$ cat config.mk
export PLATFORM = sky130hd
export DESIGN_NAME = base85_stream_codec_flat
export DESIGN_NICKNAME = d
export VERILOG_FILES = /design/src/hw/rtl/b85_pkg.sv /design/src/hw/rtl/b85_if.sv /design/src/hw/rtl/b85_front.sv /design/src/hw/rtl/b85_queue.sv /design/src/hw/rtl/b85_back.sv /design/src/hw/rtl/base85_stream_codec.sv /design/src/flat_wrapper.sv
export VERILOG_INCLUDE_DIRS = /design/src /design/src/hw/rtl
export SDC_FILE = /design/constraint.sdc
export NUM_CORES = 1
export LEC_CHECK = 0
export ABC_AREA = 1
export BUFFER_PORTS_ARGS = -buffer_cell sky130_fd_sc_hd__buf_2
export CAP_MARGIN = 25
export CORE_ASPECT_RATIO = 0.5
export CORE_MARGIN = 10
export CORE_UTILIZATION = 35
export CTS_CLUSTER_SIZE = 16
export DETAILED_ROUTE_END_ITERATION = 10
export PLACE_DENSITY_LB_ADDON = 0.1
export SLEW_MARGIN = 15
export SYNTH_ARGS = -nofsm -noshare
export SYNTH_HDL_FRONTEND = slang
export SYNTH_SLANG_ARGS = --single-unit
export TNS_END_PERCENT = 50
$ cat constraint.sdc
create_clock -name clk -period 16.4 [get_ports clk]
set_input_delay 0.82 -clock clk [delete_from_list [all_inputs] [get_ports clk]]
set_output_delay 0.82 -clock clk [all_outputs]
set_load 0.005 [all_outputs]
$ cat src/hw/rtl/assert_macros.svh
// Assertion macros for the base-85 codec RTL.
// Expects clk and rst_n in the scope of each use.
`ifndef ASSERT_MACROS_SVH
`define ASSERT_MACROS_SVH
`ifndef SYNTHESIS
`define B85_ASSERT_IMP(lbl, ante, cons, msg) \
  lbl: assert property (@(posedge clk) disable iff (!rst_n) (ante) |-> (cons)) \
    else $error(msg);
`define B85_ASSERT_NEXT(lbl, ante, cons, msg) \
  lbl: assert property (@(posedge clk) disable iff (!rst_n) (ante) |=> (cons)) \
    else $error(msg);
`else
`define B85_ASSERT_IMP(lbl, ante, cons, msg)
`define B85_ASSERT_NEXT(lbl, ante, cons, msg)
`endif
`endif

$ cat src/hw/rtl/b85_pkg.sv
// Shared types and constants of the base-85 stream codec.
// No dependencies.
`timescale 1ns / 1ps
`default_nettype none
package b85_pkg;

  localparam logic [7:0]  CHAR_OFFSET    = 8'd33;
  localparam logic [7:0]  CHAR_MAX_VALID = 8'd117;
  localparam logic [7:0]  DIGIT_BASE     = 8'd85;
  localparam logic [31:0] RECIP_85       = 32'h0303_0303;
  localparam logic [2:0]  ENC_CHUNK      = 3'd4;
  localparam logic [2:0]  DEC_CHUNK      = 3'd5;

  typedef enum logic [2:0] {
    JOB_ENC = 3'b001,
    JOB_DEC = 3'b010,
    JOB_MIS = 3'b100
  } job_kind_t;

  typedef struct packed {
    job_kind_t   kind;
    logic [31:0] word;
    logic        bad;
    logic        last;
  } job_t;

  typedef enum logic [2:0] {
    CV_IDLE = 3'b001,
    CV_MUL  = 3'b010,
    CV_FIX  = 3'b100
  } conv_state_t;

endpackage
`default_nettype wire

$ cat src/hw/rtl/b85_if.sv
// Channel interfaces of the base-85 codec: input, result and mode write.
// No dependencies.
`timescale 1ns / 1ps
`default_nettype none
interface b85_in_if;
  logic       valid;
  logic       ready;
  logic [7:0] in_byte;
  logic       last_in;
  modport source (output valid, in_byte, last_in, input ready);
  modport sink   (input valid, in_byte, last_in, output ready);
endinterface

interface b85_out_if;
  logic       valid;
  logic       ready;
  logic [7:0] out_byte;
  logic       run_last;
  logic       buffer_end;
  logic       bad_char;
  logic       misaligned;
  modport source (output valid, out_byte, run_last, buffer_end, bad_char, misaligned,
                  input ready);
  modport sink   (input valid, out_byte, run_last, buffer_end, bad_char, misaligned,
                  output ready);
endinterface

interface b85_cfg_if;
  logic valid;
  logic ready;
  logic mode;
  modport source (output valid, mode, input ready);
  modport sink   (input valid, mode, output ready);
endinterface
`default_nettype wire

$ cat src/hw/rtl/b85_front.sv
// Front end: mode register, chunk gathering and job classification.
// Depends on b85_pkg and b85_if.
`timescale 1ns / 1ps
`default_nettype none
module b85_front (
  input  wire logic          clk,
  input  wire logic          rst_n,
  b85_in_if.sink             in_ch,
  b85_cfg_if.sink            cfg_ch,
  output b85_pkg::job_t      job,
  output logic               job_valid,
  input  wire logic          job_ready
);

  logic        mode_r;
  logic [31:0] acc_r, acc_nxt;
  logic [2:0]  pos_r, pos_nxt;
  logic        bad_r, bad_nxt;
  logic        accept;
  logic        chunk_done;
  logic [7:0]  digit;

  assign in_ch.ready  = job_ready;
  assign cfg_ch.ready = 1'b1;
  assign accept       = in_ch.valid && job_ready;
  assign digit        = in_ch.in_byte - b85_pkg::CHAR_OFFSET;

  always_comb begin
    if (mode_r) begin
      acc_nxt = acc_r * 32'd85 + {24'b0, digit};
      bad_nxt = bad_r || (in_ch.in_byte < b85_pkg::CHAR_OFFSET) ||
                (in_ch.in_byte > b85_pkg::CHAR_MAX_VALID);
    end else begin
      acc_nxt = {acc_r[23:0], in_ch.in_byte};
      bad_nxt = 1'b0;
    end
    pos_nxt    = pos_r + 3'd1;
    chunk_done = pos_nxt == (mode_r ? b85_pkg::DEC_CHUNK : b85_pkg::ENC_CHUNK);
    job_valid  = accept && (chunk_done || in_ch.last_in);
    if (chunk_done) begin
      job.kind = mode_r ? b85_pkg::JOB_DEC : b85_pkg::JOB_ENC;
    end else begin
      job.kind = b85_pkg::JOB_MIS;
    end
    job.word = acc_nxt;
    job.bad  = bad_nxt;
    job.last = in_ch.last_in;
  end

  always_ff @(posedge clk) begin
    if (!rst_n) begin
      mode_r <= 1'b0;
      acc_r  <= '0;
      pos_r  <= '0;
      bad_r  <= 1'b0;
    end else if (cfg_ch.valid) begin
      mode_r <= cfg_ch.mode;
      acc_r  <= '0;
      pos_r  <= '0;
      bad_r  <= 1'b0;
    end else if (accept) begin
      if (job_valid) begin
        acc_r <= '0;
        pos_r <= '0;
        bad_r <= 1'b0;
      end else begin
        acc_r <= acc_nxt;
        pos_r <= pos_nxt;
        bad_r <= bad_nxt;
      end
    end
  end

endmodule
`default_nettype wire

$ cat src/hw/rtl/b85_queue.sv
// Job queue between front and back end.
// Depends on b85_pkg.
`timescale 1ns / 1ps
`default_nettype none
module b85_queue #(
  parameter int DEPTH = 2
) (
  input  wire logic           clk,
  input  wire logic           rst_n,
  input  wire b85_pkg::job_t  push_data,
  input  wire logic           push_valid,
  output logic                push_ready,
  output b85_pkg::job_t       pop_data,
  output logic                pop_valid,
  input  wire logic           pop_ready
);

  localparam int PW = (DEPTH > 1) ? $clog2(DEPTH) : 1;
  localparam int CW = $clog2(DEPTH + 1);

  b85_pkg::job_t  mem_r [DEPTH];
  logic [PW-1:0]  wr_r, rd_r;
  logic [CW-1:0]  cnt_r;
  logic           push, pop;

  assign push_ready = cnt_r != CW'(DEPTH);
  assign pop_valid  = cnt_r != '0;
  assign pop_data   = mem_r[rd_r];
  assign push       = push_valid && push_ready;
  assign pop        = pop_valid && pop_ready;

  always_ff @(posedge clk) begin
    if (push) begin
      mem_r[wr_r] <= push_data;
    end
  end

  always_ff @(posedge clk) begin
    if (!rst_n) begin
      wr_r  <= '0;
      rd_r  <= '0;
      cnt_r <= '0;
    end else begin
      if (push) begin
        wr_r <= (wr_r == PW'(DEPTH - 1)) ? '0 : wr_r + 1'b1;
      end
      if (pop) begin
        rd_r <= (rd_r == PW'(DEPTH - 1)) ? '0 : rd_r + 1'b1;
      end
      if (push && !pop) begin
        cnt_r <= cnt_r + 1'b1;
      end else if (pop && !push) begin
        cnt_r <= cnt_r - 1'b1;
      end
    end
  end

endmodule
`default_nettype wire

$ cat src/hw/rtl/b85_back.sv
// Back end: base-85 digit converter and result burst register.
// Depends on b85_pkg and b85_if.
`timescale 1ns / 1ps
`default_nettype none
module b85_back (
  input  wire logic           clk,
  input  wire logic           rst_n,
  input  wire b85_pkg::job_t  job,
  input  wire logic           job_valid,
  output logic                job_ready,
  b85_out_if.source           out_ch
);

  b85_pkg::conv_state_t cv_state_r;
  logic [31:0] cv_w_r;
  logic [25:0] cv_q_r;
  logic [1:0]  cv_n_r;
  logic        cv_last_r;
  logic [7:0]  cv_chars_r [3];

  logic        em_valid_r;
  logic [7:0]  em_chars_r [5];
  logic [2:0]  em_cnt_r;
  logic        em_last_r, em_bad_r, em_mis_r;

  logic [57:0] prod;
  logic [31:0] prod85, diff;
  logic        fix;
  logic [7:0]  rem, rem_char, q_char;
  logic [25:0] q_fix;
  logic        cv_final, cv_hand, cv_free, is_enc, job_pop;
  logic        em_fire, em_can_load, load_job;

  assign prod     = {26'b0, cv_w_r} * {26'b0, b85_pkg::RECIP_85};
  assign prod85   = {6'b0, cv_q_r} * {24'b0, b85_pkg::DIGIT_BASE};
  assign diff     = cv_w_r - prod85;
  assign fix      = diff[7:0] >= b85_pkg::DIGIT_BASE;
  assign rem      = fix ? diff[7:0] - b85_pkg::DIGIT_BASE : diff[7:0];
  assign q_fix    = cv_q_r + {25'b0, fix};
  assign rem_char = rem + b85_pkg::CHAR_OFFSET;
  assign q_char   = q_fix[7:0] + b85_pkg::CHAR_OFFSET;

  assign em_fire     = out_ch.valid && out_ch.ready;
  assign em_can_load = !em_valid_r || (em_fire && em_cnt_r == 3'd1);

  assign cv_final  = (cv_state_r == b85_pkg::CV_FIX) && (cv_n_r == 2'd3);
  assign cv_hand   = cv_final && em_can_load;
  assign cv_free   = (cv_state_r == b85_pkg::CV_IDLE) || cv_hand;
  assign is_enc    = job.kind == b85_pkg::JOB_ENC;
  assign job_ready = is_enc ? cv_free
                            : ((cv_state_r == b85_pkg::CV_IDLE) && em_can_load);
  assign job_pop   = job_valid && job_ready;
  assign load_job  = job_pop && !is_enc;

  assign out_ch.valid      = em_valid_r;
  assign out_ch.out_byte   = em_chars_r[0];
  assign out_ch.run_last   = em_cnt_r == 3'd1;
  assign out_ch.buffer_end = (em_cnt_r == 3'd1) && em_last_r;
  assign out_ch.bad_char   = em_bad_r;
  assign out_ch.misaligned = em_mis_r;

  // converter control
  always_ff @(posedge clk) begin
    if (!rst_n) begin
      cv_state_r <= b85_pkg::CV_IDLE;
    end else begin
      unique case (cv_state_r)
        b85_pkg::CV_IDLE: begin
          if (job_pop && is_enc) begin
            cv_state_r <= b85_pkg::CV_MUL;
          end
        end
        b85_pkg::CV_MUL: begin
          cv_state_r <= b85_pkg::CV_FIX;
        end
        b85_pkg::CV_FIX: begin
          if (!cv_final) begin
            cv_state_r <= b85_pkg::CV_MUL;
          end else if (cv_hand) begin
            cv_state_r <= (job_pop && is_enc) ? b85_pkg::CV_MUL : b85_pkg::CV_IDLE;
          end
        end
        default: begin
          cv_state_r <= b85_pkg::CV_IDLE;
        end
      endcase
    end
  end

  // converter datapath
  always_ff @(posedge clk) begin
    if (job_pop && is_enc) begin
      cv_w_r    <= job.word;
      cv_last_r <= job.last;
      cv_n_r    <= 2'd0;
    end else if (cv_state_r == b85_pkg::CV_MUL) begin
      cv_q_r <= prod[57:32];
    end else if ((cv_state_r == b85_pkg::CV_FIX) && !cv_final) begin
      cv_w_r        <= {6'b0, q_fix};
      cv_n_r        <= cv_n_r + 2'd1;
      cv_chars_r[0] <= rem_char;
      cv_chars_r[1] <= cv_chars_r[0];
      cv_chars_r[2] <= cv_chars_r[1];
    end
  end

  // burst register
  always_ff @(posedge clk) begin
    if (!rst_n) begin
      em_valid_r <= 1'b0;
    end else if (cv_hand || load_job) begin
      em_valid_r <= 1'b1;
    end else if (em_fire && em_cnt_r == 3'd1) begin
      em_valid_r <= 1'b0;
    end
  end

  always_ff @(posedge clk) begin
    if (cv_hand) begin
      em_chars_r[0] <= q_char;
      em_chars_r[1] <= rem_char;
      em_chars_r[2] <= cv_chars_r[0];
      em_chars_r[3] <= cv_chars_r[1];
      em_chars_r[4] <= cv_chars_r[2];
      em_cnt_r      <= 3'd5;
      em_last_r     <= cv_last_r;
      em_bad_r      <= 1'b0;
      em_mis_r      <= 1'b0;
    end else if (load_job) begin
      if (job.kind == b85_pkg::JOB_MIS) begin
        em_chars_r[0] <= 8'd0;
        em_cnt_r      <= 3'd1;
        em_bad_r      <= 1'b0;
        em_mis_r      <= 1'b1;
      end else begin
        em_chars_r[0] <= job.word[31:24];
        em_chars_r[1] <= job.word[23:16];
        em_chars_r[2] <= job.word[15:8];
        em_chars_r[3] <= job.word[7:0];
        em_cnt_r      <= 3'd4;
        em_bad_r      <= job.bad;
        em_mis_r      <= 1'b0;
      end
      em_last_r <= job.last;
    end else if (em_fire) begin
      em_chars_r[0] <= em_chars_r[1];
      em_chars_r[1] <= em_chars_r[2];
      em_chars_r[2] <= em_chars_r[3];
      em_chars_r[3] <= em_chars_r[4];
      em_cnt_r      <= em_cnt_r - 3'd1;
    end
  end

endmodule
`default_nettype wire

$ cat src/hw/rtl/base85_stream_codec.sv
// Top level of the base-85 stream codec: front end, job queue, back end.
// Depends on b85_pkg, b85_if, b85_front, b85_queue, b85_back, assert_macros.svh.
//
//   channel  dir  beat carries
//   in_ch    in   in_byte, last_in
//   out_ch   out  out_byte, run_last, buffer_end, bad_char, misaligned
//   cfg_ch   in   mode (clears the partial chunk)
//
// The front end takes one input beat per cycle while the queue has room.
// Encode: each chunk passes the shared divide-by-85 unit (multiply, then
// correct, for each of four digits); the five characters leave one per
// cycle while out_ch is ready, and the next chunk converts meanwhile.
// Decode: four result beats per five input beats, one beat per cycle unless out_ch stalls.
// Reset is synchronous; no clearing pass. Either side may stall independently.
`timescale 1ns / 1ps
`default_nettype none
`include "assert_macros.svh"
module base85_stream_codec #(
  parameter int QUEUE_DEPTH = 2
) (
  input  wire logic   clk,
  input  wire logic   rst_n,
  b85_in_if.sink      in_ch,
  b85_out_if.source   out_ch,
  b85_cfg_if.sink     cfg_ch
);

  b85_pkg::job_t push_job, pop_job;
  logic          push_valid, push_ready, pop_valid, pop_ready;

  b85_front u_front (
    .clk       (clk),
    .rst_n     (rst_n),
    .in_ch     (in_ch),
    .cfg_ch    (cfg_ch),
    .job       (push_job),
    .job_valid (push_valid),
    .job_ready (push_ready)
  );

  b85_queue #(.DEPTH(QUEUE_DEPTH)) u_queue (
    .clk        (clk),
    .rst_n      (rst_n),
    .push_data  (push_job),
    .push_valid (push_valid),
    .push_ready (push_ready),
    .pop_data   (pop_job),
    .pop_valid  (pop_valid),
    .pop_ready  (pop_ready)
  );

  b85_back u_back (
    .clk       (clk),
    .rst_n     (rst_n),
    .job       (pop_job),
    .job_valid (pop_valid),
    .job_ready (pop_ready),
    .out_ch    (out_ch)
  );

  `B85_ASSERT_IMP(a_mis_shape, out_ch.valid && out_ch.misaligned, out_ch.run_last && out_ch.buffer_end && (out_ch.out_byte == 8'd0) && !out_ch.bad_char, "misaligned beat malformed")
  `B85_ASSERT_IMP(a_end_on_last, out_ch.valid && out_ch.buffer_end, out_ch.run_last, "buffer_end off the final beat")
  `B85_ASSERT_NEXT(a_burst_cont, out_ch.valid && out_ch.ready && !out_ch.run_last, out_ch.valid, "gap inside a result burst")

endmodule
`default_nettype wire
$ cat src/flat_wrapper.sv
// flat-port wrapper written by rule: the top's interface ports become plain ports
module base85_stream_codec_flat 
#(
  parameter int QUEUE_DEPTH = 2
)
  (clk, rst_n, in_ch_valid, in_ch_in_byte, in_ch_last_in, in_ch_ready, out_ch_valid, out_ch_out_byte, out_ch_run_last, out_ch_buffer_end, out_ch_bad_char, out_ch_misaligned, out_ch_ready, cfg_ch_valid, cfg_ch_mode, cfg_ch_ready);
  b85_in_if in_ch_i ();
  b85_out_if out_ch_i ();
  b85_cfg_if cfg_ch_i ();
  input  wire logic clk;
  input  wire logic rst_n;
  input wire logic [$bits(in_ch_i.valid)-1:0] in_ch_valid;
  input wire logic [$bits(in_ch_i.in_byte)-1:0] in_ch_in_byte;
  input wire logic [$bits(in_ch_i.last_in)-1:0] in_ch_last_in;
  output wire logic [$bits(in_ch_i.ready)-1:0] in_ch_ready;
  output wire logic [$bits(out_ch_i.valid)-1:0] out_ch_valid;
  output wire logic [$bits(out_ch_i.out_byte)-1:0] out_ch_out_byte;
  output wire logic [$bits(out_ch_i.run_last)-1:0] out_ch_run_last;
  output wire logic [$bits(out_ch_i.buffer_end)-1:0] out_ch_buffer_end;
  output wire logic [$bits(out_ch_i.bad_char)-1:0] out_ch_bad_char;
  output wire logic [$bits(out_ch_i.misaligned)-1:0] out_ch_misaligned;
  input wire logic [$bits(out_ch_i.ready)-1:0] out_ch_ready;
  input wire logic [$bits(cfg_ch_i.valid)-1:0] cfg_ch_valid;
  input wire logic [$bits(cfg_ch_i.mode)-1:0] cfg_ch_mode;
  output wire logic [$bits(cfg_ch_i.ready)-1:0] cfg_ch_ready;
  assign in_ch_i.valid = in_ch_valid;
  assign in_ch_i.in_byte = in_ch_in_byte;
  assign in_ch_i.last_in = in_ch_last_in;
  assign in_ch_ready = in_ch_i.ready;
  assign out_ch_valid = out_ch_i.valid;
  assign out_ch_out_byte = out_ch_i.out_byte;
  assign out_ch_run_last = out_ch_i.run_last;
  assign out_ch_buffer_end = out_ch_i.buffer_end;
  assign out_ch_bad_char = out_ch_i.bad_char;
  assign out_ch_misaligned = out_ch_i.misaligned;
  assign out_ch_i.ready = out_ch_ready;
  assign cfg_ch_i.valid = cfg_ch_valid;
  assign cfg_ch_i.mode = cfg_ch_mode;
  assign cfg_ch_ready = cfg_ch_i.ready;
  base85_stream_codec #(.QUEUE_DEPTH(QUEUE_DEPTH)) u_core (.clk(clk), .rst_n(rst_n), .in_ch(in_ch_i), .out_ch(out_ch_i), .cfg_ch(cfg_ch_i));
endmodule
### Word level (Yosys, flattened, before mapping)

Memories as Yosys holds them, arrays and structs flattened. A register that Yosys moved wholly into a read port is not among the register bits.
Index checks and enable logic that the tools add are counted.

| storage, ports and cells | value |
|---|---|
| flip-flop bits (word level) | 112 |
| memory bits (writable) | 138 |
| bits of input ports | 15 |
| word-level logic and storage cells | 162 |
| memories kept | 3 |

Memory list:

| memory | depth | bits a word | read ports | clocked after memory_dff | wr ports | RTL line | source |
|---|---|---|---|---|---|---|---|
| u_core.u_queue.mem_r | 2 | 37 | 1 | 1 | 1 | b85_queue.sv:21 | `b85_pkg::job_t mem_r [DEPTH];` |
| u_core.u_back.em_chars_r | 5 | 8 | 5 | 0 | 5 | b85_back.sv:22 | `logic [7:0] em_chars_r [5];` |
| u_core.u_back.cv_chars_r | 3 | 8 | 3 | 0 | 3 | b85_back.sv:19 | `logic [7:0] cv_chars_r [3];` |

| cells by class | value |
|---|---|
| add/subtract/negate cells | 14 |
| multipliers | 3 |
| $lt $le $gt $ge | 3 |
| eq/ne operators | 12 |
| muxes and demuxes | 61 |
| bitwise gates (word level) | 12 |
| reductions and logical operators | 37 |

Operators with widths:

| kind | number |
|---|---|
| 2-to-1 mux 32 bit | 5 |
| 2-to-1 mux 8 bit | 10 |
| multiplier 32 x 26 -> 58 bit (second input constant) | 1 |
| 2-to-1 mux 1 bit | 33 |
| adder 32 x 8 -> 32 bit | 1 |
| multiplier 32 x 7 -> 32 bit (second input constant) | 1 |
| adder 26 x 1 -> 26 bit | 1 |
| multiplier 26 x 7 -> 8 bit (second input constant) | 1 |
| 2-to-1 mux 3 bit | 8 |
| adder 8 x 6 -> 8 bit (second input constant) | 2 |
| logical AND 1 bit | 15 |
| nonzero test 2 bit | 6 |
| == test 3 x 1 -> 1 bit (second input constant) | 3 |
| OR 1 bit | 9 |
| case mux 3 bit (3 select lines) | 1 |
| >= comparator 8 x 7 -> 1 bit (second input constant) | 1 |
| > comparator 8 x 7 -> 1 bit (second input constant) | 1 |
| less-than comparator 8 x 6 -> 1 bit (second input constant) | 1 |
| 2-to-1 mux 2 bit | 4 |
| AND reduction 2 bit | 4 |
| subtractor 8 x 6 -> 8 bit (second input constant) | 1 |
| subtractor 8 x 7 -> 8 bit (second input constant) | 1 |
| subtractor 8 bit | 1 |
| == test 3 bit (second input constant) | 2 |
| 15 further kinds | 29 |

### Logic depth before layout (Yosys ltp)

Gate-level depths: netlist (run 1).

| logic depth | value |
|---|---|
| depth in word-level cells | 14 |
| mapped depth | 31 |
| depth with buffers taken out | 30 |

### Cells and area by module

A second synthesis (run 1) with hierarchy kept.

| second synthesis, totals | value |
|---|---|
| cell total of the unflattened synthesis | 3097 |
| area, all modules | 26441.6 µm² |

Modules (own cells, without submodules):

| module | instances | cells each | area an instance (µm²) | sequential area each (µm²) |
|---|---|---|---|---|
| b85_back | 1 | 1909 | 16584.7 | 3943.8 |
| b85_front | 1 | 1036 | 6794.0 | 740.7 |
| b85_queue | 1 | 152 | 3062.9 | 2322.2 |

### Worst setup path before layout (run 1)

OpenSTA, ideal clock, no wires.

| timing path | value |
|---|---|
| path kind | reg-to-reg |
| start | reg u_core.u_back.cv_w_r[10] |
| end | reg u_core.u_back.cv_q_r[23] (data pin) |
| library setup time | 0.252 ns |
| arrival time | 5.368 ns |
| data required time | 16.148 ns |
| setup slack | 10.779 ns |
| stages on the path, launching flop included | 27 |
| path buffers | 0 |
| cell sequence | edfxtp_1 > ha_1 > ha_1 > inv_1 > fa_1 > inv_1 > fa_1 > inv_1 > fa_1 > inv_1 > fa_1 > inv_1 > fa_1 > inv_1 > ha_1 > a21oi_1 > o21ai_0 > inv_1 > o21ai_0 > a21oi_1 > nand3_1 > a21o_1 > nand2_1 > nand2_1 > a21o_1 > nand2_1 > nand2_1 |

| between the ends | value |
|---|---|
| word-level cells in the longest chain between the ends | 1 |

Ends and longest elaborated chain:

| element | RTL line | source |
|---|---|---|
| from (decl) | b85_back.sv:15 | `logic [31:0] cv_w_r;` |
| from (signal assigned) | b85_back.sv:93 | `cv_w_r <= job.word;` |
| from (signal assigned) | b85_back.sv:99 | `cv_w_r <= {6'b0, q_fix};` |
| multiplier 32 x 26 -> 58 bit | b85_back.sv:34 | `assign prod = {26'b0, cv_w_r} * {26'b0, b85_pkg::RECIP_85};` |
| via u_core.u_back.prod[55] | b85_back.sv:26 | `logic [57:0] prod;` |
| to (signal assigned) | b85_back.sv:97 | `cv_q_r <= prod[57:32];` |
| to (decl) | b85_back.sv:16 | `logic [25:0] cv_q_r;` |

The timed path passes the listed nets, and every way through them passes these cells.
A chain may end at the register's enable or synchronous reset.

### Final worst setup path (run 1)

| timing path | value |
|---|---|
| start | reg u_core.u_back.cv_w_r[7] |
| end | reg u_core.u_back.cv_q_r[18] (data pin) |

Same word-level chain as after synthesis.

==> results of run 1 <==
## cells by family (layout without fill, tap and decap cells)
group | Yosys count | count (layout)
flip-flops | 251 | 251
buffers and inverters | 722 | 770
adder cells (fa/ha/maj) | 569 | 569
multiplexers | 34 | 34
XOR/XNOR | 84 | 84
AO/OA/AOI/OAI | 408 | 408
AND/OR/NAND/NOR | 793 | 793
other | 1 | 1
## layout by cell type (no fill, tap or decap), types with 4 or more instances in the layout
master | netlist | final
buf_4 | 13 | 12
a21oi_1 | 172 | 172
a211oi_1 | 4 | 4
clkbuf_1 | 27 | 9
inv_2 | 5 | 5
clkinv_1 | 2 | 5
nor2_4 | 3 | 5
xor2_1 | 59 | 59
nor2_1 | 168 | 164
dfxtp_1 | 53 | 52
o21bai_1 | 13 | 13
clkinv_2 | 1 | 5
nand4_1 | 26 | 26
inv_1 | 666 | 666
and2_1 | 6 | 6
nand3_1 | 80 | 80
edfxtp_1 | 198 | 198
mux2_2 | 5 | 5
nor3_1 | 19 | 18
xnor2_1 | 23 | 23
a21o_1 | 9 | 9
nor2_2 | 2 | 4
fa_1 | 206 | 206
o21ai_1 | 10 | 10
or2_2 | 6 | 6
nand3b_1 | 5 | 5
nand2_2 | 7 | 7
clkbuf_16 | 0 | 30
o21a_1 | 6 | 6
o211ai_1 | 8 | 8
nand2_1 | 453 | 453
o21ai_0 | 133 | 133
buf_2 | 2 | 28
mux2i_1 | 29 | 29
a21boi_0 | 7 | 7
a31oi_1 | 19 | 19
ha_1 | 363 | 363
o211ai_2 | 5 | 5
nor4_1 | 9 | 9
## synth_stat cells (all sizes together)
cell type | n | area, um2
o21ai | 146 | 742
mux2i | 29 | 290
nor2 | 174 | 697
and2 | 6 | 37.5
a21o | 9 | 67.6
nand2 | 462 | 1770
o21bai | 13 | 97.6
fa | 206 | 4120
o31ai | 3 | 22.5
o221ai | 4 | 41.3
a31oi | 19 | 119
mux2 | 5 | 56.3
ha | 363 | 4540
nand3b | 5 | 37.5
buf | 20 | 156
a31o | 2 | 17.5
xnor2 | 23 | 201
nor3 | 20 | 105
o211ai | 13 | 123
a32oi | 1 | 8.76
conb | 1 | 3.75
edfxtp | 198 | 5950
a211oi | 4 | 30.0
or2 | 6 | 37.5
nor3b | 1 | 7.51
o221a | 1 | 11.3
o311ai | 1 | 8.76
o22ai | 3 | 25.0
clkinv | 3 | 12.5
a22o | 1 | 8.76
a21oi | 174 | 886
a21boi | 7 | 52.6
inv | 672 | 2520
o211a | 1 | 10.0
clkbuf | 27 | 101
nand3 | 81 | 418
nand4 | 26 | 163
and3 | 3 | 18.8
nor4 | 9 | 56.3
dfxtp | 53 | 1060
xor2 | 61 | 561
o21a | 6 | 45.0
## how the worst max path moves through the flow
stage                                         from                        to  depth (start not counted)
after detailed placement   u_core.u_back.cv_q_r[0]  u_core.u_back.cv_w_r[24]                         28
after CTS                  u_core.u_back.cv_q_r[0]  u_core.u_back.cv_w_r[24]                         28
after global placement     u_core.u_back.cv_q_r[0]  u_core.u_back.cv_w_r[22]                         27
after global routing       u_core.u_back.cv_q_r[0]  u_core.u_back.cv_w_r[24]                         28
final                      u_core.u_back.cv_w_r[7]  u_core.u_back.cv_q_r[18]                         24
after floorplan           u_core.u_back.cv_w_r[10]  u_core.u_back.cv_q_r[23]                         26
## power by group through the flow
stage	Clock [mW]	Combinational (mW)	Sequential (mW)
6_report	0.644	0.452	0.804
5_1_grt	0.686	0.503	0.810
4_1_cts	0.661	0.465	0.805
3_5_place_dp	0	0.463	0.818
3_3_place_gp	0	0.456	0.818
2_1_floorplan	0	0.321	0.815
## stage by stage
| step | hold slack (ns) | instances |
|---|---|---|
| CTS | 0.418 | 3868 |
| finish | 0.412 | 3868 |
| global route | 0.426 | 3868 |
| global placement | 0.403 | 3813 |
| floorplan | 0.400 | 2862 |
| detailed placement | 0.405 | 3815 |
## sequential cells by signal (all words and copies together) (netlist names), 2 cells and up, named ones only
| signal | cells |
|---|---|
| u_core.u_queue.mem_r | 74 |
| u_core.u_back.em_chars_r | 40 |
| u_core.u_back.cv_w_r | 32 |
| u_core.u_front.acc_r | 32 |
| u_core.u_back.cv_q_r | 26 |
| u_core.u_back.cv_chars_r | 24 |
| u_core.u_back.cv_state_r | 3 |
| u_core.u_back.em_cnt_r | 3 |
| u_core.u_front.pos_r | 3 |
| u_core.u_back.cv_n_r | 2 |
| u_core.u_queue.cnt_r | 2 |
## layer usage
layer	GRT usage	wire length, um
met2	0.281	32900
met1	0.260	37600
met4	0.0321	1380
met5	0	0
met3	0.0160	2370
## critical path, stage by stage, from the launching register on
cell and delay, ns:
edfxtp_1 0.50, ha_1 0.38, ha_1 0.37, inv_1 0.08, fa_1 0.50, inv_1 0.05, fa_1 0.52, inv_1 0.06
fa_1 0.50, fa_1 0.52, fa_1 0.54, inv_1 0.04, ha_1 0.33, a21oi_1 0.14, inv_1 0.07, a31oi_1 0.20
nand2_1 0.08, a21oi_1 0.11, nand2_1 0.12, a21boi_0 0.72, o21bai_1 0.22, nand2_1 0.14, nand2_1 0.06, nand2_1 0.06
nand2_1 0.05
## cell type report
class                           instances  share of cell area
Clock buffer                           41              0.0296
Clock inverter                         12             0.00388
Inverter                              675              0.0926
Multi-Input combinational cell       1889               0.564
Sequential cell                       251               0.256
Tap cell                              958              0.0437
Timing Repair Buffer                   42             0.00996
==> out/results.ini, run 1 <==
[cells_and_area]
fillerInstances=7303
diodes=0
fin_util=0.385
ff_latch_area_um2=7010
layout-drive-gt1-share=0.0485
area_growth_pct=8.55
multi_input_area_um2=15500
final_net_count=3472
final_area_um2=27400

[worst_setup_path]
r2r_start=u_core.u_back.cv_w_r[7]
rrSetupSlack_ns=9.80
required_ns=16.74
reg2reg_depth=24
timing.rr.end=u_core.u_back.cv_q_r[18]
critPathCaptureType=flop
arrival_ns=6.94
worstSetupPathType=reg2reg
worst-path-max-fanout=6
start_kind=flop

[pwr]
swShare=0.325
clkPwrFrac=0.339
combPwrFrac=0.238
leakage_nw=13.3
power_mw=1.90
p_switching_mw=0.618
ir_worst_vdd_uv=83.7
internal-power_mw=1.28
pwr-share-seq=0.423
power_density_nw_per_um2=69.4

[placement]
hpwl_mm=62.6
numPortBuffers=28
pre_cts_slack_ns=9.77
place_congestion=0.935
place_area_um2=26500

[grt]
overflow=0
grt_first_pass_wirelength_mm=115
grt_usage=0.176
grt_max_degree=41
antenna_found_initial=0
first_global_vias=18982

[sta]
worst_slew_pin_slew_ns=0.968
finClkSkew_ns=0.0302
setup_viol_count_final=0
hold_viol=0
drv_slew=0
finalCritPeriodShare=0.403
tns_ns=0
fmax_mhz=151
rsz0062_at_grt=false
slew_headroom=0.353
finalWorstSetupSlack_ns=9.80
min_period_ns=6.60

[detailed_routing]
dr_total_vias=18519
avgViaCountPerCell=4.79
drt-initial-drc-count=1155
postRouteAntennaNets=0
wl_per_cell_um=19.2
post-route-drc-count=0
drt-total-wl_mm=74.3
dr.pass1.iters=5

[job]
drv_cap=0

[logic_synthesis]
synth-seq-cells=251
synthesis.area_um2=25200
yosys.area_share.xor_xnor=0.0302
synth_top_family_by_area=adder cells
synth-compound-area-share=0.0918
synth_mux_area_frac=0.0137
synth_simple_gate_area_frac=0.133
yosys_warnings=0
synth_seq_area_share=0.278
synth_fa_ha_area_frac=0.343
synth_area_per_cell_um2=8.82
synthCells=2862
synth_fp_nets=3446
synth.distinct_cells=64

[die]
die_area_um2=83900
fp.dieW_um=400
die_height_um=210
fp-row-count=69
initial_core_util=0.354
core_um2=71200
io_pins=30

[status]
status=finished, final reports clean

[cts]
htree_levels=1
cts_tree=done
cts_resized=0
hold_buffers=0
cts_setup_buffers=0
cts_sinks=251
clock_path_buffers=3
root_buffer=clkbuf_16
insertion_delay_ns=0.60
cts_buffers=29
clk_pin_slew_ns=0.06

[worst_hold_path]
whs_endpoint=u_core.u_back.em_chars_r[1][6]
min_path_cells=0
hp-class=reg2reg
hp-start=u_core.u_back.cv_chars_r[0][22]

No activity file was read; power rests on OpenSTA's default activity.
==> run 2, diff against run 1 <==
==> constraint.sdc (replaced) <==
create_clock -name clk -period 5.4 [get_ports clk]
set_input_delay 0.27 -clock clk [delete_from_list [all_inputs] [get_ports clk]]
set_output_delay 0.27 -clock clk [all_outputs]
set_load 0.005 [all_outputs]
==> run 2 against run 1 <==
Against the previous run: the flow now finishes with violations (setup timing); via count up 7.2%; design area rose by 14%; combinational power grew to 3.0 times the previous value; flip-flop and latch count unchanged; setup slack lost 10 ns; sequential share of layout area shrank 3.2 points; clock power grew to 3.0 times the previous value; critical path type unchanged; largest cell class unchanged.
==> out/results.ini, run 2 (synthesis results as in run 1) <==
[cells_and_area]
largest_register_ffs=74  ; unchanged
fillerInstances=7105  ; was 7,303
layout-drive-gt1-share=0.205  ; was 0.0485
final_net_count=3775  ; was 3,472
top_regs=u_core.u_queue.mem_r: 74 flops, u_core.u_back.em_chars_r: 40 flops  ; unchanged
area_growth_pct=24.0  ; was 8.55%
layout_common_cells=inv_1, nand2_1, ha_1  ; unchanged
top_register=u_core.u_queue.mem_r  ; unchanged
fin_util=0.440  ; was 0.385
final_common_cell=inv_1  ; unchanged
diodes=0  ; unchanged
fin_cells=4170  ; was 3,868

[cts]
root_buffer=clkbuf_16  ; unchanged
htree_levels=1  ; unchanged
clock_path_buffers=3  ; unchanged
cts_buffers=27  ; was 29
cts_sinks=251  ; unchanged
clk_pin_slew_ns=0.06  ; about the same
cts_tree=done  ; unchanged
insertion_delay_ns=0.58  ; was 0.60 ns

[grt]
grt_first_pass_wirelength_mm=120  ; was 115 mm
first_global_vias=20370  ; was 18,982
grt_max_degree=38  ; was 41
overflow=0  ; unchanged
antenna_found_initial=0  ; unchanged
grt_usage=0.184  ; was 0.176

[placement]
pre_cts_slack_ns=-0.661  ; was 9.77 ns
hpwl_mm=64.8  ; was 62.6 mm
dp_cells=4061  ; was 3,815
place_congestion=0.917  ; was 0.935
numPortBuffers=28  ; unchanged

[sta]
drv_slew=0  ; unchanged
rsz0062_at_grt=true  ; was false
finalWorstSetupSlack_ns=-0.313  ; was 9.80 ns
setup_viol_count_final=25  ; was 0
fmax_mhz=175  ; was 151 MHz
finClkSkew_ns=0.0157  ; was 0.0302 ns
worst_slew_pin_slew_ns=0.773  ; was 0.968 ns
slew_headroom=0.479  ; was 0.353
min_period_ns=5.71  ; was 6.60 ns
hold_viol=0  ; unchanged
finalCritPeriodShare=1.06  ; was 0.403

[die]
fp.dieW_um=400  ; unchanged
initial_core_util=0.354  ; unchanged
die_area_um2=83900  ; unchanged
fp-row-count=69  ; unchanged
core_um2=71200  ; unchanged
io_pins=30  ; unchanged
die_height_um=210  ; unchanged

[worst_setup_path]
critPathCaptureType=flop  ; unchanged
start_kind=flop  ; unchanged
worst-path-max-fanout=3  ; was 6
reg2reg_depth=27  ; was 24
r2r_start=u_core.u_back.cv_w_r[10]  ; was u_core.u_back.cv_w_r[7]
timing.rr.end=u_core.u_back.cv_q_r[25]  ; was u_core.u_back.cv_q_r[18]
required_ns=5.72  ; was 16.74 ns
arrival_ns=6.03  ; was 6.94 ns
worstSetupPathType=reg2reg  ; unchanged
rrSetupSlack_ns=-0.31  ; was 9.80 ns

[pwr]
clkPwrFrac=0.336  ; was 0.339
swShare=0.324  ; was 0.325
combPwrFrac=0.236  ; was 0.238
ir_worst_vdd_uv=182  ; was 83.7 uV
leakage_nw=15.0  ; was 13.3 nW
power_density_nw_per_um2=184  ; was 69.4 nW/um2
internal-power_mw=3.89  ; was 1.28 mW
pwr-share-seq=0.428  ; was 0.423
p_switching_mw=1.86  ; was 0.618 mW

[worst_hold_path]
hp-class=in2reg  ; was reg2reg
whs_endpoint=u_core.u_queue.mem_r[0][5]  ; was u_core.u_back.em_chars_r[1][6]
hp-start=in_ch_in_byte[3]  ; was u_core.u_back.cv_chars_r[0][22]
min_path_cells=3  ; was 0

[detailed_routing]
postRouteAntennaNets=0  ; unchanged
post-route-drc-count=0  ; unchanged
dr.pass1.iters=6  ; was 5
dr_total_vias=19846  ; was 18,519
drt-initial-drc-count=1194  ; was 1,155
avgViaCountPerCell=4.76  ; was 4.79
drt-total-wl_mm=78.2  ; was 74.3 mm
wl_per_cell_um=18.7  ; was 19.2 um

[status]
status=complete, but fails checks  ; was finished, final reports clean
violations=setup timing

[job]
drv_cap=0  ; unchanged

==> run 2: power groups by stage <==
stage                     sequential (mW)  clock, mW  combinational, mW
after floorplan                      2.47          0              0.975
final                                2.46       1.93               1.36
after global routing                 2.48       2.05               1.53
after detailed placement             2.51          0               1.37
after CTS                            2.46       1.97               1.39
after global placement               2.50          0               1.36
==> run 2: how the worst max path moves through the flow <==
stage	cells after the start	slack, ns	from	to
2_1_floorplan	26	-0.04	u_core.u_back.cv_w_r[10]	u_core.u_back.cv_q_r[23]
3_3_place_gp	25	-0.63	u_core.u_back.cv_w_r[10]	u_core.u_back.cv_q_r[23]
3_5_place_dp	25	-0.66	u_core.u_back.cv_w_r[4]	u_core.u_back.cv_q_r[18]
4_1_cts	27	-0.31	u_core.u_back.cv_w_r[10]	u_core.u_back.cv_q_r[25]
5_1_grt	27	-0.54	u_core.u_back.cv_w_r[10]	u_core.u_back.cv_q_r[21]
6_report	27	-0.31	u_core.u_back.cv_w_r[10]	u_core.u_back.cv_q_r[25]
==> run 2: timing repair <==
action	CTS	global route
resized for setup	183	122
setup buffers	34	30
pin swaps	92	70
gates cloned	0	0
setup endpoints to repair	31	44
hold endpoints to repair	8	0
hold buffers	5	0
==> run 2: layer usage <==
layer,vias up,part of all wire,routed length [um],global-route usage
met5,-,0,0,0
met4,0,0.018,1430,0.0297
met3,83,0.033,2600,0.0197
met2,266,0.46,35600,0.300
met1,9646,0.49,38500,0.264
li1,9851,-,-,-
==> run 2: cell type report <==
cell class              instances  area (um2)  area share
clock inverters                16         181     0.00580
repair buffers                347        2720      0.0868
well taps                     958        1200      0.0383
multi-input cells            1889       16900       0.541
inverters                     675        2540      0.0813
clock buffers                  34         712      0.0227
flip-flops and latches        251        7010       0.224
==> run 2: through the flow <==
| stage | power (mW) | area [um2] | hold slack (ns) | setup TNS [ns] |
|---|---|---|---|---|
| 6_report | 5.76 | 31300 | 0.187 | -4.87 |
| 5_1_grt | 6.06 | 31300 | 0.182 | -9.69 |
| 4_1_cts | 5.83 | 30600 | 0.163 | -4.31 |
| 3_5_place_dp | 3.88 | 28400 | 0.411 | -12.34 |
| 3_3_place_gp | 3.86 | 28400 | 0.404 | -11.48 |
| 2_1_floorplan | 3.45 | 25300 | 0.349 | -0.0410 |
==> run 2: critical path, stage by stage (launching register included) <==
cell and delay (ns):
edfxtp_1 0.43, buf_6 0.15, ha_4 0.21, ha_4 0.27, inv_2 0.04, fa_1 0.48
inv_2 0.04, fa_1 0.49, inv_2 0.05, fa_1 0.49, inv_2 0.04, fa_1 0.51
inv_2 0.04, fa_1 0.54, inv_2 0.05, ha_4 0.21, buf_6 0.13, a21oi_4 0.12
nor2_1 0.07, nor2_2 0.14, o21ai_2 0.08, inv_1 0.07, o21ai_1 0.05, nand2_1 0.06
nand4_1 0.20, a21oi_2 0.27, o21ai_1 0.09, xor2_1 0.14
==> run 3, diff against run 2 <==
--- a/config.mk
+++ b/config.mk
@@ -14,7 +14,7 @@
 export CORE_UTILIZATION = 35
 export CTS_CLUSTER_SIZE = 16
 export DETAILED_ROUTE_END_ITERATION = 10
-export PLACE_DENSITY_LB_ADDON = 0.1
+export PLACE_DENSITY_LB_ADDON = 0.2
 export SLEW_MARGIN = 15
 export SYNTH_ARGS = -nofsm -noshare
 export SYNTH_HDL_FRONTEND = slang
==> run 3 against run 2 <==
Against the previous run: clock skew fell by 0.0078 ns; combinational power barely moved; design area fell by 1.1%; critical path depth fell by 5; critical endpoint is now u_core.u_back.cv_q_r[14]; the run still ends with setup timing left.
==> out/results.ini, run 3 (synthesis results as in run 1) <==
[cells_and_area]
layout_common_cells=inv_1, nand2_1, ha_1  ; unchanged
final_common_cell=inv_1  ; unchanged
area_growth_pct=22.6  ; was 24.0%
fin_util=0.435  ; was 0.440
largest_register_ffs=74  ; unchanged
layout-drive-gt1-share=0.201  ; was 0.205
diodes=0  ; unchanged
fillerInstances=6939  ; was 7,105
top_register=u_core.u_queue.mem_r  ; unchanged
final_net_count=3735  ; was 3,775
top_regs=u_core.u_queue.mem_r: 74 flops, u_core.u_back.em_chars_r: 40 flops  ; unchanged

[sta]
slew_headroom=0.471  ; was 0.479
setup_viol_count_final=17  ; was 25
fmax_mhz=181  ; was 175 MHz
hold_viol=0  ; unchanged
finalCritPeriodShare=1.03  ; was 1.06
worst_slew_pin_slew_ns=0.785  ; was 0.773 ns
min_period_ns=5.54  ; was 5.71 ns
finClkSkew_ns=0.00786  ; was 0.0157 ns
rsz0062_at_grt=true  ; unchanged
drv_slew=0  ; unchanged
finalWorstSetupSlack_ns=-0.140  ; was -0.313 ns

[cts]
cts_buffers=29  ; was 27
clk_pin_slew_ns=0.06  ; about the same
root_buffer=clkbuf_16  ; unchanged
cts_tree=done  ; unchanged
clock_path_buffers=3  ; unchanged
htree_levels=1  ; unchanged
cts_sinks=251  ; unchanged
insertion_delay_ns=0.56  ; was 0.58 ns

[pwr]
clkPwrFrac=0.344  ; was 0.336
pwr-share-seq=0.425  ; was 0.428
combPwrFrac=0.231  ; was 0.236
leakage_nw=14.8  ; was 15.0 nW
ir_worst_vdd_uv=232  ; was 182 uV
internal-power_mw=4.01  ; was 3.89 mW
p_switching_mw=1.82  ; was 1.86 mW
power_density_nw_per_um2=189  ; was 184 nW/um2
swShare=0.313  ; was 0.324

[worst_setup_path]
worstSetupPathType=reg2reg  ; unchanged
rrSetupSlack_ns=-0.14  ; was -0.31 ns
start_kind=flop  ; unchanged
cp_slowest_cell=fa_1  ; unchanged
slowest_delay_ns=0.56  ; was 0.54 ns
path_delay_family=adder cells  ; unchanged
r2r_start=u_core.u_back.cv_w_r[7]  ; was u_core.u_back.cv_w_r[10]
cp_common_cell=fa_1  ; was inv_2
required_ns=5.69  ; was 5.72 ns
arrival_ns=5.83  ; was 6.03 ns
worst-path-max-fanout=5  ; was 3
path_buf_inv=7  ; was 9
critPathCaptureType=flop  ; unchanged
reg2reg_depth=22  ; was 27
startpoint=u_core.u_back.cv_w_r[7]  ; was u_core.u_back.cv_w_r[10]
endpoint=u_core.u_back.cv_q_r[14]  ; was u_core.u_back.cv_q_r[25]
crit_cells=22  ; was 27
path_cells=ha_4 -> ha_4 -> inv_2 -> fa_1 -> inv_2 -> fa_1 -> inv_2 -> fa_1 -> fa_1 -> fa_1 -> inv_2 -> ha_4 -> buf_6 -> buf_6 -> a31oi_4 -> nand2_2 -> a21oi_2 -> nand2_2 -> a21boi_2 -> o21bai_1 -> buf_4 -> xor2_2
timing.rr.end=u_core.u_back.cv_q_r[14]  ; was u_core.u_back.cv_q_r[25]

[grt]
grt_first_pass_wirelength_mm=115  ; was 120 mm
grt_max_degree=38  ; unchanged
antenna_found_initial=0  ; unchanged
overflow=0  ; unchanged
first_global_vias=20252  ; was 20,370
grt_usage=0.174  ; was 0.184

[die]
die_height_um=210  ; unchanged
core_um2=71200  ; unchanged
die_area_um2=83900  ; unchanged
fp.dieW_um=400  ; unchanged
io_pins=30  ; unchanged
initial_core_util=0.354  ; unchanged
fp-row-count=69  ; unchanged

[placement]
hpwl_mm=61.5  ; was 64.8 mm
numPortBuffers=28  ; unchanged
place_congestion=0.945  ; was 0.917
pre_cts_slack_ns=-0.418  ; was -0.661 ns

[worst_hold_path]
hp-class=in2reg  ; unchanged

[detailed_routing]
post-route-drc-count=0  ; unchanged
dr.pass1.iters=5  ; was 6
avgViaCountPerCell=4.81  ; was 4.76
drt-initial-drc-count=1256  ; was 1,194
drt-total-wl_mm=74.1  ; was 78.2 mm
postRouteAntennaNets=0  ; unchanged
wl_per_cell_um=17.9  ; was 18.7 um
dr_total_vias=19874  ; was 19,846

[status]
violations=setup timing  ; unchanged
status=complete, but fails checks  ; unchanged

[job]
drv_cap=0  ; unchanged

## run 3: repair_timing
action                                  CTS  global route
hold buffers                              4             0
endpoints found under the setup margin   32            33
gates resized for setup                 185           106
setup buffers                            47             8
pin swaps                               132            70
hold endpoints to repair                  6             0
## run 3: tightest hold or removal path: cells and delay by family
family	cells	cell delay [ns]
AOI/OAI and AO/OA	1	0.12
buffers and inverters	1	0.10
and+or+nand+nor	1	0.06
## run 3: how the worst min path moves through the flow
stage | from | to | slack, ns | cells after the start
finish | cfg_ch_valid | u_core.u_front.pos_r[0] | 0.03 | 3
global route | cfg_ch_valid | u_core.u_front.pos_r[0] | 0.03 | 3
global placement | u_core.u_back.cv_chars_r[0][21] | u_core.u_back.em_chars_r[1][5] | 0.40 | 0
CTS | cfg_ch_valid | u_core.u_front.pos_r[0] | 0.007 | 3
detailed placement | u_core.u_back.cv_chars_r[0][21] | u_core.u_back.em_chars_r[1][5] | 0.40 | 0
floorplan | rst_n | u_core.u_back.cv_state_r[0] | 0.35 | 1
## run 3: power by group through the flow
stage                     logic [mW]  clock network (mW)  registers [mW]
after CTS                       1.36                2.05            2.48
final                           1.35                2.01            2.48
after detailed placement        1.35                   0            2.52
after global placement          1.33                   0            2.52
after floorplan                0.975                   0            2.47
after global routing            1.50                2.13            2.50
## run 3: metal layers
layer / share of wire / GRT usage / vias to the layer above / wire (um)
li1: - / - / 9764 / -
met1: 0.48 / 0.248 / 9583 / 35200
met2: 0.46 / 0.288 / 425 / 34100
met3: 0.042 / 0.0115 / 102 / 3140
met4: 0.022 / 0.0367 / 0 / 1660
met5: 0 / 0 / - / 0
## run 3: stage by stage
step / instances / instance area [um2] / setup TNS [ns] / hold slack (ns) / total power [mW]
after floorplan: 2862 / 25300 / -0.0410 / 0.349 / 3.45
after global placement: 4021 / 28100 / -8.03 / 0.404 / 3.85
after detailed placement: 4024 / 28200 / -7.76 / 0.405 / 3.87
after CTS: 4127 / 30500 / -1.77 / 0.00667 / 5.90
after global routing: 4132 / 30900 / -5.59 / 0.0334 / 6.13
final: 4132 / 30900 / -1.24 / 0.0262 / 5.83
## run 3: layout make-up
class / count / area, um2 / area share
tap: 958 / 1200 / 0.0387
multi-input combinational: 1889 / 16900 / 0.546
inverter: 675 / 2540 / 0.0821
timing repair buffer: 305 / 2320 / 0.0751
clock inverter: 19 / 208 / 0.00671
sequential: 251 / 7010 / 0.226
clock buffer: 35 / 768 / 0.0248
